File: config.mk
export PLATFORM = sky130hd
export DESIGN_NAME = pfa_ctrl
export DESIGN_NICKNAME = d
export VERILOG_FILES = /design/src/rtl/pfa_pkg.sv /design/src/rtl/pfa_ctrl.sv
export SDC_FILE = /design/constraint.sdc
export NUM_CORES = 1
export LEC_CHECK = 0
export BUFFER_PORTS_ARGS = -buffer_cell sky130_fd_sc_hd__buf_2
export CAP_MARGIN = 15
export CORE_MARGIN = 3
export CORE_UTILIZATION = 40
export CTS_CLUSTER_SIZE = 20
export DETAILED_ROUTE_END_ITERATION = 8
export PLACE_DENSITY = 0.69
export SLEW_MARGIN = 30
export SYNTH_ARGS = -nofsm -noshare
export SYNTH_HDL_FRONTEND = slang
export SYNTH_SLANG_ARGS = --single-unit
File: constraint.sdc
create_clock -name i_clk -period 6.3 [get_ports i_clk]
set_clock_uncertainty 0.15 [all_clocks]
set_input_delay 0.315 -clock i_clk [delete_from_list [all_inputs] [get_ports i_clk]]
set_output_delay 0.315 -clock i_clk [all_outputs]
set_load 0.05 [all_outputs]
File: src/rtl/pfa_pkg.sv
// Shared types and constants for the page frame allocator.
// No dependencies; used by every module under rtl/ except pfa_stack_ram.
package pfa_pkg;

    // Pages tracked by the free stack.
    localparam int PAGE_COUNT = 4096;
    localparam int ADDR_W     = $clog2(PAGE_COUNT);
    localparam int CNT_W      = $clog2(PAGE_COUNT + 1);

    // Fixed field widths at the ports.
    localparam int CMD_W      = 2;
    localparam int KIND_W     = 2;
    localparam int PAGE_W     = 12;
    localparam int REQ_W      = 16;
    localparam int STATUS_W   = 2;
    localparam int OUT_CNT_W  = 13;
    localparam int KRES_W     = 16;

    // Wide enough for reserved + request + kernel reserve without overflow.
    localparam int SUM_W = ((CNT_W > REQ_W) ? CNT_W : REQ_W) + 2;

    localparam logic [KRES_W-1:0] KRES_AT_RESET = KRES_W'(1024);

    typedef enum logic [CMD_W-1:0] {
        CMD_ALLOC     = 2'd0,
        CMD_FREE      = 2'd1,
        CMD_RESERVE   = 2'd2,
        CMD_UNRESERVE = 2'd3
    } t_cmd;

    typedef enum logic [STATUS_W-1:0] {
        ST_OK    = 2'd0,
        ST_NOMEM = 2'd1,
        ST_FULL  = 2'd2
    } t_status;

    // alloc_kind bits
    localparam int KIND_RESV_BIT = 0;
    localparam int KIND_ACCT_BIT = 1;

    // Stack memory access for one command.
    typedef struct packed {
        logic              we;
        logic [ADDR_W-1:0] waddr;
        logic [PAGE_W-1:0] wdata;
        logic              re;
        logic [ADDR_W-1:0] raddr;
    } t_mem_req;

    // Outcome of one command, less the popped page.
    typedef struct packed {
        t_status              status;
        logic                 pop;
        logic [OUT_CNT_W-1:0] free_pages;
        logic [OUT_CNT_W-1:0] reserved_pages;
    } t_res;

endpackage

File: src/rtl/pfa_ctrl.sv
// Command decode, free/reserved counters and kernel reserve register.
// Depends on pfa_pkg; drives the stack RAM request.
module pfa_ctrl (
    input  logic                         i_clk,
    input  logic                         i_rst_n,
    input  logic                         i_go,
    input  logic [pfa_pkg::CMD_W-1:0]    i_command,
    input  logic [pfa_pkg::KIND_W-1:0]   i_alloc_kind,
    input  logic [pfa_pkg::PAGE_W-1:0]   i_page_index,
    input  logic [pfa_pkg::REQ_W-1:0]    i_request_count,
    input  logic                         i_cfg_we,
    input  logic [pfa_pkg::KRES_W-1:0]   i_cfg_data,
    output pfa_pkg::t_res                o_res,
    output pfa_pkg::t_mem_req            o_mem
);

    logic [pfa_pkg::CNT_W-1:0]  r_fc, n_fc;
    logic [pfa_pkg::CNT_W-1:0]  r_rc, n_rc;
    logic [pfa_pkg::KRES_W-1:0] r_kr;

    logic [pfa_pkg::SUM_W-1:0]  sum_ak;
    logic [pfa_pkg::SUM_W-1:0]  sum_req;
    logic [pfa_pkg::SUM_W-1:0]  fc_w;
    pfa_pkg::t_status           status;
    logic                       pop;
    pfa_pkg::t_mem_req          mem;

    always_comb begin
        n_fc    = r_fc;
        n_rc    = r_rc;
        status  = pfa_pkg::ST_OK;
        pop     = 1'b0;
        mem     = '0;
        sum_ak  = pfa_pkg::SUM_W'(r_rc) + pfa_pkg::SUM_W'(r_kr);
        sum_req = sum_ak + pfa_pkg::SUM_W'(i_request_count);
        fc_w    = pfa_pkg::SUM_W'(r_fc);
        case (pfa_pkg::t_cmd'(i_command))
            pfa_pkg::CMD_ALLOC: begin
                if (r_fc == '0) begin
                    status = pfa_pkg::ST_NOMEM;
                end else if (!i_alloc_kind[pfa_pkg::KIND_RESV_BIT] &&
                             i_alloc_kind[pfa_pkg::KIND_ACCT_BIT] && sum_ak >= fc_w) begin
                    status = pfa_pkg::ST_NOMEM;
                end else begin
                    if (i_alloc_kind[pfa_pkg::KIND_RESV_BIT] && r_rc != '0) begin
                        n_rc = r_rc - 1'b1;
                    end
                    n_fc      = r_fc - 1'b1;
                    pop       = 1'b1;
                    mem.re    = 1'b1;
                    mem.raddr = n_fc[pfa_pkg::ADDR_W-1:0];
                end
            end
            pfa_pkg::CMD_FREE: begin
                if (r_fc == pfa_pkg::CNT_W'(pfa_pkg::PAGE_COUNT)) begin
                    status = pfa_pkg::ST_FULL;
                end else begin
                    if (i_alloc_kind[pfa_pkg::KIND_RESV_BIT] &&
                        r_rc < pfa_pkg::CNT_W'(pfa_pkg::PAGE_COUNT)) begin
                        n_rc = r_rc + 1'b1;
                    end
                    mem.we    = 1'b1;
                    mem.waddr = r_fc[pfa_pkg::ADDR_W-1:0];
                    mem.wdata = i_page_index;
                    n_fc      = r_fc + 1'b1;
                end
            end
            pfa_pkg::CMD_RESERVE: begin
                if (sum_req > fc_w) begin
                    status = pfa_pkg::ST_NOMEM;
                end else begin
                    // bounded by free count, so the truncation is exact
                    n_rc = r_rc + pfa_pkg::CNT_W'(i_request_count);
                end
            end
            pfa_pkg::CMD_UNRESERVE: begin
                if (pfa_pkg::SUM_W'(i_request_count) >= pfa_pkg::SUM_W'(r_rc)) begin
                    n_rc = '0;
                end else begin
                    n_rc = r_rc - pfa_pkg::CNT_W'(i_request_count);
                end
            end
            default: begin
            end
        endcase
    end

    always_ff @(posedge i_clk) begin
        if (!i_rst_n) begin
            r_fc <= '0;
            r_rc <= '0;
            r_kr <= pfa_pkg::KRES_AT_RESET;
        end else begin
            if (i_go) begin
                r_fc <= n_fc;
                r_rc <= n_rc;
            end
            if (i_cfg_we) begin
                r_kr <= i_cfg_data;
            end
        end
    end

    assign o_res.status         = status;
    assign o_res.pop            = pop;
    assign o_res.free_pages     = pfa_pkg::OUT_CNT_W'(n_fc);
    assign o_res.reserved_pages = pfa_pkg::OUT_CNT_W'(n_rc);

    assign o_mem.we    = mem.we & i_go;
    assign o_mem.waddr = mem.waddr;
    assign o_mem.wdata = mem.wdata;
    assign o_mem.re    = mem.re & i_go;
    assign o_mem.raddr = mem.raddr;

endmodule

# After elaboration in Yosys (flattened, before gate mapping)
# Cells that the tools add are included.
# W data, S select, Z words.
dict set report classes {
  n_addsub 8
  magnitude_cmp 4
  n_eq_ne 4
  muxes 25
  n_bitwise 2
  reduce_logical 8
}
# op n
set op_table {}
lappend op_table {{$mux W13} 13}
lappend op_table {{$pmux W13 S4} 1}
lappend op_table {{$mux W25} 2}
lappend op_table {{$add A13 B1 Y13 const B} 2}
lappend op_table {{$pmux W13 S2} 1}
lappend op_table {{$sub A13 B1 Y13 const B} 2}
lappend op_table {{$add A17 B16 Y18} 1}
lappend op_table {{$gt A18 B13 Y1} 1}
lappend op_table {{$add A13 B16 Y17} 1}
lappend op_table {{$ge A17 B13 Y1} 1}
lappend op_table {{$ge A16 B13 Y1} 1}
lappend op_table {{$add A13 B13 Y13} 1}
lappend op_table {{$eq A13 B13 Y1 const B} 1}
lappend op_table {{$logic_not A13 Y1} 1}
lappend op_table {{$lt A13 B13 Y1 const B} 1}
lappend op_table {{$reduce_bool A13 Y1} 1}
lappend op_table {{$sub A13 B13 Y13} 1}
lappend op_table {{$mux W1} 6}
lappend op_table {{$pmux W2 S3} 1}
lappend op_table {{$eq A2 B2 Y1 const B} 2}
lappend op_table {{$logic_and A1 B1 Y1} 4}
lappend op_table {{$and A1 B1 Y1} 2}
lappend op_table {{$eq A2 B1 Y1 const B} 1}
lappend op_table {{$logic_not A2 Y1} 1}
lappend op_table {{other kinds (2)} 2}
dict set report word_totals {
  register_bits 42
  out_inout_bits 67
  elab_cells 54
}

# Logic depth before layout (Yosys ltp)
# Gate-level depths: netlist of the first run.
dict set report depth {
  word_depth 7
  mapped_depth 26
}

# Least setup slack after synthesis of the first run
# OpenSTA, ideal clock, no wires.
dict set report synth_timing {
  kind {reg-to-output}
  from {reg r_rc[1] (netlist name)}
  to {out o_res[8] (netlist name)}
  arrival_time_ns 6.359
  required_time_ns 5.835
  setup_slack_ns -0.524
  stages_incl_launch_ff 24
  n_path_buf 2
  cell_sequence {dfxtp_1 > clkbuf_1 > inv_1 > fa_1 > nor2b_1 > o31a_1 > o22ai_2 > nor2_1 > o21ai_0 > nand2b_1 > xor2_1 > ha_1 > and4_1 > a211oi_1 > xnor2_1 > ha_1 > a21o_1 > a2111oi_0 > a211oi_1 > a311oi_2 > o2111ai_4 > buf_2 > o311ai_2 > a21boi_0}
}
# item line
set synth_lines {}
lappend synth_lines {{from (decl)} pfa_ctrl.sv:18} ;# logic [pfa_pkg::CNT_W-1:0] r_rc, n_rc;
lappend synth_lines {{from (signal assigned)} pfa_ctrl.sv:96} ;# r_rc <= n_rc;
lappend synth_lines {{to (decl)} pfa_ctrl.sv:13} ;# output pfa_pkg::t_res o_res,

==> results of run 1 <==
## cells in the mapped netlist (4+ instances only)
master       n  area [um2]
and2_1       7       43.79
dfxtp_1     42       840.8
nor2b_1     10       62.56
ha_1       101        1264
o211ai_1    13       97.59
a21oi_1     69       345.3
o21bai_1     4       30.03
a211o_1      4       35.03
a31oi_1     13       81.33
nor3_1      25       125.1
clkinv_1     4       15.01
o31ai_1     12       90.09
o21ai_0     56       280.3
o22ai_1      5       31.28
a21o_1      22       165.2
o21a_1      12       90.09
mux2i_1     29       290.3
a211oi_1    13       97.59
o2111ai_1    4       35.03
inv_1       68       255.2
xor2_1      13       113.9
a2111oi_0    5       43.79
nor4_1       8       50.05
and4_1       4       35.03
or3_1        5       31.28
nor2_1     102       382.9
xnor2_1     64       560.5
a22oi_1      5       37.54
nand2b_1    15       93.84
and3_1      32       200.2
nand4_1     18       112.6
nand3_1     35       175.2
fa_1         4       80.08
clkbuf_1    45       168.9
nand2_1     52       195.2
## flip-flops by register name, indices dropped and copies added, names as in the netlist
register	flops
r_kr	16
r_fc	13
r_rc	13
## kinds of logic after synthesis
family,Yosys count
xor gates and xnor gates,77
muxes,30
DFF,42
buffers and inverters,125
AOI/OAI and AO/OA,283
adders and majority gates,105
and+or+nand+nor,324
## metrics by stage
stage / area (um2) / hold slack, ps / setup slack, ps
detailed placement: 8040 / 337.4 / 108.8
CTS: 8302 / 81.35 / 27.57
finish: 8521 / 78.70 / 225.9
global placement: 8040 / 324.1 / 266.4
global route: 8521 / 95.72 / -52.35
floorplan: 7171 / 293.7 / -163.7
## layer usage
layer  vias up  global-route usage  wire (um)
li1       3814                   -          -
met1      3723              0.3634      11570
met2       384              0.3831      11400
met3        24             0.05017       2562
met4         0             0.04437        280
met5         -                   0          0
## cell usage in the layout, fill, tap and decap left out, types with 6 or more instances in the layout
cell type and instances:
nor2b_1 9, dfxtp_1 40, nand3_1 35, nand2b_1 15, a31oi_1 13, o21ai_1 7
xor2_1 11, nor3_1 23, xnor2_1 62, nor2_1 99, and2_1 6, nand4_1 18
nand2_1 52, o21ai_0 49, buf_2 114, o21a_1 12, ha_1 97, inv_1 67
o211ai_1 13, o31ai_1 11, buf_4 38, a211oi_1 10, a21o_1 22, and3_1 32
nor4_1 8, a21oi_1 65, mux2i_1 29
## power by group
part           internal, mW  switching [mW]  leakage [nW]
registers             0.283          0.0243         0.345
logic                 0.409           0.684          3.47
clock network         0.188           0.139        0.0771
## what timing repair did
action	4_1_cts	5_1_grt
setup buffers	3	9
gates resized for setup	18	34
pin swaps	9	22
endpoints found under the setup margin	10	25
gates cloned	0	0
## worst register-to-register path, delay by kind of cell, from the launching register on
family	cells	cell delay [ps]
AOI/OAI and AO/OA	11	2500
xor gates and xnor gates	2	290
and+or+nand+nor	5	950
buffers and inverters	1	220
adders and majority gates	3	970
DFF	1	340
muxes	1	110
## path summary, 6_finish.rpt
kind	endpoint
setup reg to reg	r_rc[1]
hold reg to reg	r_kr[10]
hold / removal	r_kr[10]
setup / recovery	o_res[6]
## area by class of cell
| type | count | area [um2] |
|---|---|---|
| Timing Repair Buffer | 156 | 900.9 |
| Sequential cell | 42 | 843.3 |
| Fill cell | 1772 | 8896 |
| Inverter | 74 | 281.5 |
| Clock inverter | 2 | 37.54 |
| Clock buffer | 6 | 128.9 |
| Tap cell | 225 | 281.5 |
| Multi-Input combinational cell | 819 | 6047 |
==> flow_summary_export.csv, run 1 <==
group,metric,value,unit
outcome,status,"finished, final reports clean",
logic_synthesis,synth_cell_types,74,
cts,cts.sinks,42,
die,fp.dieArea,19550,um2
grt,overflow,0,
finish,final_cells,1324,
critical_path,cp-start-kind,"flop",
logic_synthesis,syn_avg_cell_area,7.264,um2
grt,grt_pass1_wl,39.48,mm
logic_synthesis,yosysWarnings,0,
critical_path,critPathLaunch,"r_kr[2]",
critical_path,r2r_slack,620,ps
die,ioPinCount,119,
critical_path,critical_path_cell_count,23,
sta,final-hold-violation-count,0,
cts,worst_skew_pair.late_latency,310,ps
drt,vias_per_cell,6.001,
logic_synthesis,netlist_area,7162,um2
drt,route.detailed.drc,0,
logic_synthesis,netlist_instances,986,
hold_path,whs_path_depth,3,
sta,relSlewSlack,0.3484,
critical_path,arrival,5610,ps
finish,fin_util,0.4892,
grt,grt_pass1_vias,7105,
logic_synthesis,synth_edf_count,0,
die,dieHeight,139.8,um
die,start_util,0.4112,
drt,post_drt_wl_per_cell,19.50,um
logic_synthesis,synth-simple-area-share,0.2234,
critical_path,cp.required,5830,ps
logic_synthesis,synth_ff_type,"dfxtp_1",
job,drv_cap,0,
logic_synthesis,synth_top_family_by_area,"compound AO/OA/AOI/OAI gates",
logic_synthesis,synth_seq_area_share,0.1174,
critical_path,r2r-start,"r_kr[2]",
sta,fmax,164.6,MHz
critical_path,cp_slowest_cell,"a221o_1",
die,rows,48,
cts,clkSlewWorstSetupHoldPaths,70,ps
finish,layout.nets,1255,
cts,cts_inserted_buffers,5,
hold_path,min_path_type,"input port to flop",
place,globalplace.congestion,1.002,
logic_synthesis,synth-xor-area-share,0.09416,
critical_path,crit_fanout,5,
sta,period_share,0.9641,
drt,vias,7945,
grt,grtUsageTotal,0.2488,
grt,antenna_found_initial,0,
hold_path,hold_path_startpoint,"i_cfg_data[10]",
place,dp_hpwl,20.08,mm
drt,drt-initial-drc-count,793,
critical_path,crit_chain,"ha_1 > o211ai_1 > o211ai_1 > a21oi_1 > o21ai_1 > a21o_1 > a21oi_2 > xnor2_2 > ha_1 > and4_4 > a211oi_2 > xnor2_1 > ha_1 > and3_1 > nand3_1 > nor3_2 > a211oi_2 > a311oi_2 > o2111ai_4 > and2_4 > a221o_1 > a21boi_2 > buf_6",
pwr,pwr_density_cell,202.7,nW/um2
cts,cts-root-buf,"clkbuf_16",
finish,area_delta_synth_final,18.97,%
critical_path,reg2reg_depth,23,
die,fp.dieW,139.8,um
pwr,vdd_drop_max,0.1159,mV
die,coreArea,17420,um2
critical_path,critPathTopFamily,"compound AO/OA/AOI/OAI gates",
logic_synthesis,synthArstFlopShare,0,
finish,antenna_cells,0,
logic_synthesis,synth_compound_area_frac,0.2689,
logic_synthesis,synth_seq_cells,42,
place,port_buffers,118,
critical_path,worstSetupEndpointType,"primary output",
cts,cts_hold_buf,0,
drt,dr.pass1.iters,5,
sta,finalSetupTns,0,ps
sta,setup_violations,0,
cts,cts_tree,"done",
critical_path,path_class,"flop to primary output",
pwr,power,1.727,mW
cts,clk_path_buf_depth,2,
sta,tightestPinTransition,968.5,ps
cts,htreeDepth,2,
critical_path,cp_num_buf_inv,1,
drt,ant_nets,0,
critical_path,crit_path_frequent_cell,"ha_1",
finish,drive_above_1_share,0.1993,
critical_path,critical_path.max_stage_delay,360,ps
sta,slew_viol_final,0,
pwr,static-leakage-power,3.891,nW
logic_synthesis,synthMuxAreaShare,0.04210,
sta,fin_crit,6074,ps
grt,grt_start_max_net_pins,32,
place,numPlacedInstances,1304,
logic_synthesis,syn_nets,1143,
logic_synthesis,synthAdderAreaFrac,0.1876,
drt,drt-total-wl,25.81,mm
No activity file was read; power rests on OpenSTA's default activity.
==> run 2, diff against run 1 <==
--- a/config.mk
+++ b/config.mk
@@ -12,6 +12,8 @@
 export CTS_CLUSTER_SIZE = 20
 export DETAILED_ROUTE_END_ITERATION = 8
 export PLACE_DENSITY = 0.69
+export SETUP_SLACK_MARGIN = 0.4
+export SKIP_CTS_REPAIR_TIMING = 1
 export SLEW_MARGIN = 30
 export SYNTH_ARGS = -nofsm -noshare
 export SYNTH_HDL_FRONTEND = slang
==> run 2 against run 1 <==
  * The flow now finishes with violations (negative setup slack)
  * Setup slack worse by 260 ps
  * Critical path type unchanged
  * Cell count up 0.68%
  * Sequential power about the same
  * Highest routed layer is now met5
  * Core utilization up 1.9 points
  * Wire length up 0.74%
  * Critical path depth up 2
  * Hold slack better by 5.0 ps
  * Clock power down 3%
  * Clock-buffer cell count down 1
==> flow_summary_export.csv, run 2 (synthesis gave the netlist of run 1 again) <==
group,metric,value,unit
outcome,status,"finished with violations",
outcome,violations,"negative setup slack",
pwr,pwr_density_cell,201.2,nW/um2
critical_path,r2r_slack,390,ps
cts,cts_inserted_buffers,5,
sta,setup_slack,-37.00,ps
die,start_util,0.4112,
drt,ant_nets,0,
finish,layout.nets,1264,
pwr,internal_power,0.9131,mW
finish,largest_register_ff_count,16,
critical_path,cp-start-kind,"flop",
pwr,power,1.780,mW
critical_path,critPathLaunch,"r_kr[0]",
sta,fmax,157.8,MHz
cts,htreeDepth,2,
pwr,p_sw_frac,0.4870,
place,numPlacedInstances,1295,
grt,grt_pass1_vias,7235,
sta,period_share,1.006,
finish,final_cell_mix,"99 x nor2_1, 98 x buf_2, 96 x ha_1, 66 x inv_1, 64 x a21oi_1",
cts,clkSlewWorstSetupHoldPaths,80,ps
finish,stdcell_area,8848,um2
place,globalplace.congestion,0.9759,
finish,final_cells,1333,
drt,route.detailed.drc,0,
critical_path,worstSetupEndpointType,"primary output",
pwr,vdd_drop_max,0.1313,mV
finish,fin_util,0.5080,
drt,drt-total-wl,26.00,mm
cts,cts.sinks,42,
sta,tightestPinTransition,946.4,ps
finish,drive_above_1_share,0.2238,
drt,vias,8074,
finish,max_flop_register,"r_kr",
pwr,p_comb_frac,0.649,
cts,cts-root-buf,"clkbuf_16",
finish,area_delta_synth_final,23.55,%
die,ioPinCount,119,
pwr,p_seq_frac,0.173,
grt,antenna_found_initial,2,
critical_path,cp.required,5830,ps
die,rows,48,
pwr,static-leakage-power,3.978,nW
critical_path,r2r_end,"r_rc[6]",
critical_path,arrival,5870,ps
grt,grt_pass1_wl,39.41,mm
critical_path,r2r-start,"r_kr[0]",
die,coreArea,17420,um2
drt,dr.pass1.iters,5,
critical_path,critical_path.max_stage_delay,410,ps
critical_path,crit_fanout,8,
sta,relSlewSlack,0.3632,
die,dieHeight,139.8,um
critical_path,cp_slowest_cell,"a311oi_2",
grt,grt_start_max_net_pins,32,
drt,vias_per_cell,6.057,
drt,drt-initial-drc-count,1004,
place,dp_hpwl,19.94,mm
critical_path,crit_end,"o_res[6]",
cts,worst_skew_pair.late_latency,310,ps
finish,fillCellCount,1732,
grt,grtUsageTotal,0.2471,
drt,post_drt_wl_per_cell,19.51,um
critical_path,path_class,"flop to primary output",
hold_path,min_path_type,"input port to flop",
place,port_buffers,118,
sta,final-hold-violation-count,0,
die,fp.dieW,139.8,um
sta,fin_crit,6337,ps
pwr,clkPwrFrac,0.178,
grt,overflow,0,
cts,clk_path_buf_depth,2,
place,place_area,8015,um2
sta,setup_violations,2,
critical_path,reg2reg_depth,25,
sta,rsz0062_at_grt,"yes",
job,drv_cap,0,
finish,reg.largest.list,"r_kr (16), r_fc (13), r_rc (13)",
die,fp.dieArea,19550,um2
cts,cts_tree,"done",
sta,slew_viol_final,0,
finish,antenna_cells,0,
pwr,p_switching,0.8670,mW
finish,final_common_cell,"nor2_1",
run 2: power groups by stage:
stage                     registers, mW  clock network [mW]  logic, mW
after global placement            0.311                   0      0.984
after CTS                         0.306               0.319      0.998
final                             0.308               0.317       1.16
after global routing              0.310               0.328       1.25
after detailed placement          0.312                   0      0.993
after floorplan                   0.303                   0      0.754
run 2: through the flow:
step	TNS, ps	worst slack, ps	hold slack [ps]
floorplan	0	434.2	293.7
global placement	0	117.8	318.7
detailed placement	0	40.21	316.4
CTS	-2712	-334.0	78.93
global route	-2157	-268.2	116.2
finish	-65.65	-37.00	83.65
run 2: how the worst min path moves through the flow:
stage | slack, ps | from | cells after the start | endpoint
after detailed placement | 320 | r_kr[10] | 2 | r_kr[10]
after global routing | 120 | i_cfg_data[10] | 3 | r_kr[10]
after CTS | 80 | i_cfg_data[10] | 3 | r_kr[10]
after floorplan | 290 | i_cfg_data[10] | 2 | r_kr[10]
after global placement | 320 | r_kr[10] | 2 | r_kr[10]
final | 80 | i_cfg_data[10] | 3 | r_kr[10]
run 2: area by class of cell:
class / instances / area, um2 / area share
Multi-Input combinational cell: 819 / 6210 / 0.7018
Sequential cell: 42 / 844.6 / 0.09545
Clock inverter: 3 / 45.04 / 0.005090
Tap cell: 225 / 281.5 / 0.03182
Clock buffer: 5 / 125.1 / 0.01414
Timing Repair Buffer: 165 / 1061 / 0.1199
Inverter: 74 / 281.5 / 0.03182
run 2: critical path: cells and delay by family (launching register included):
kind | cells | cell delay [ps]
flip-flops | 1 | 360
XOR/XNOR | 2 | 400
AND/OR/NAND/NOR | 6 | 780
AO/OA/AOI/OAI | 10 | 2470
buffers and inverters | 3 | 390
adder cells (fa/ha/maj) | 4 | 1170
run 2: metal layers:
metal,vias up,track usage,wire (um)
li1,3816,-,-
met1,3728,0.3537,11270
met2,473,0.3771,11450
met3,53,0.05704,2794
met4,4,0.05762,470
met5,-,0,24
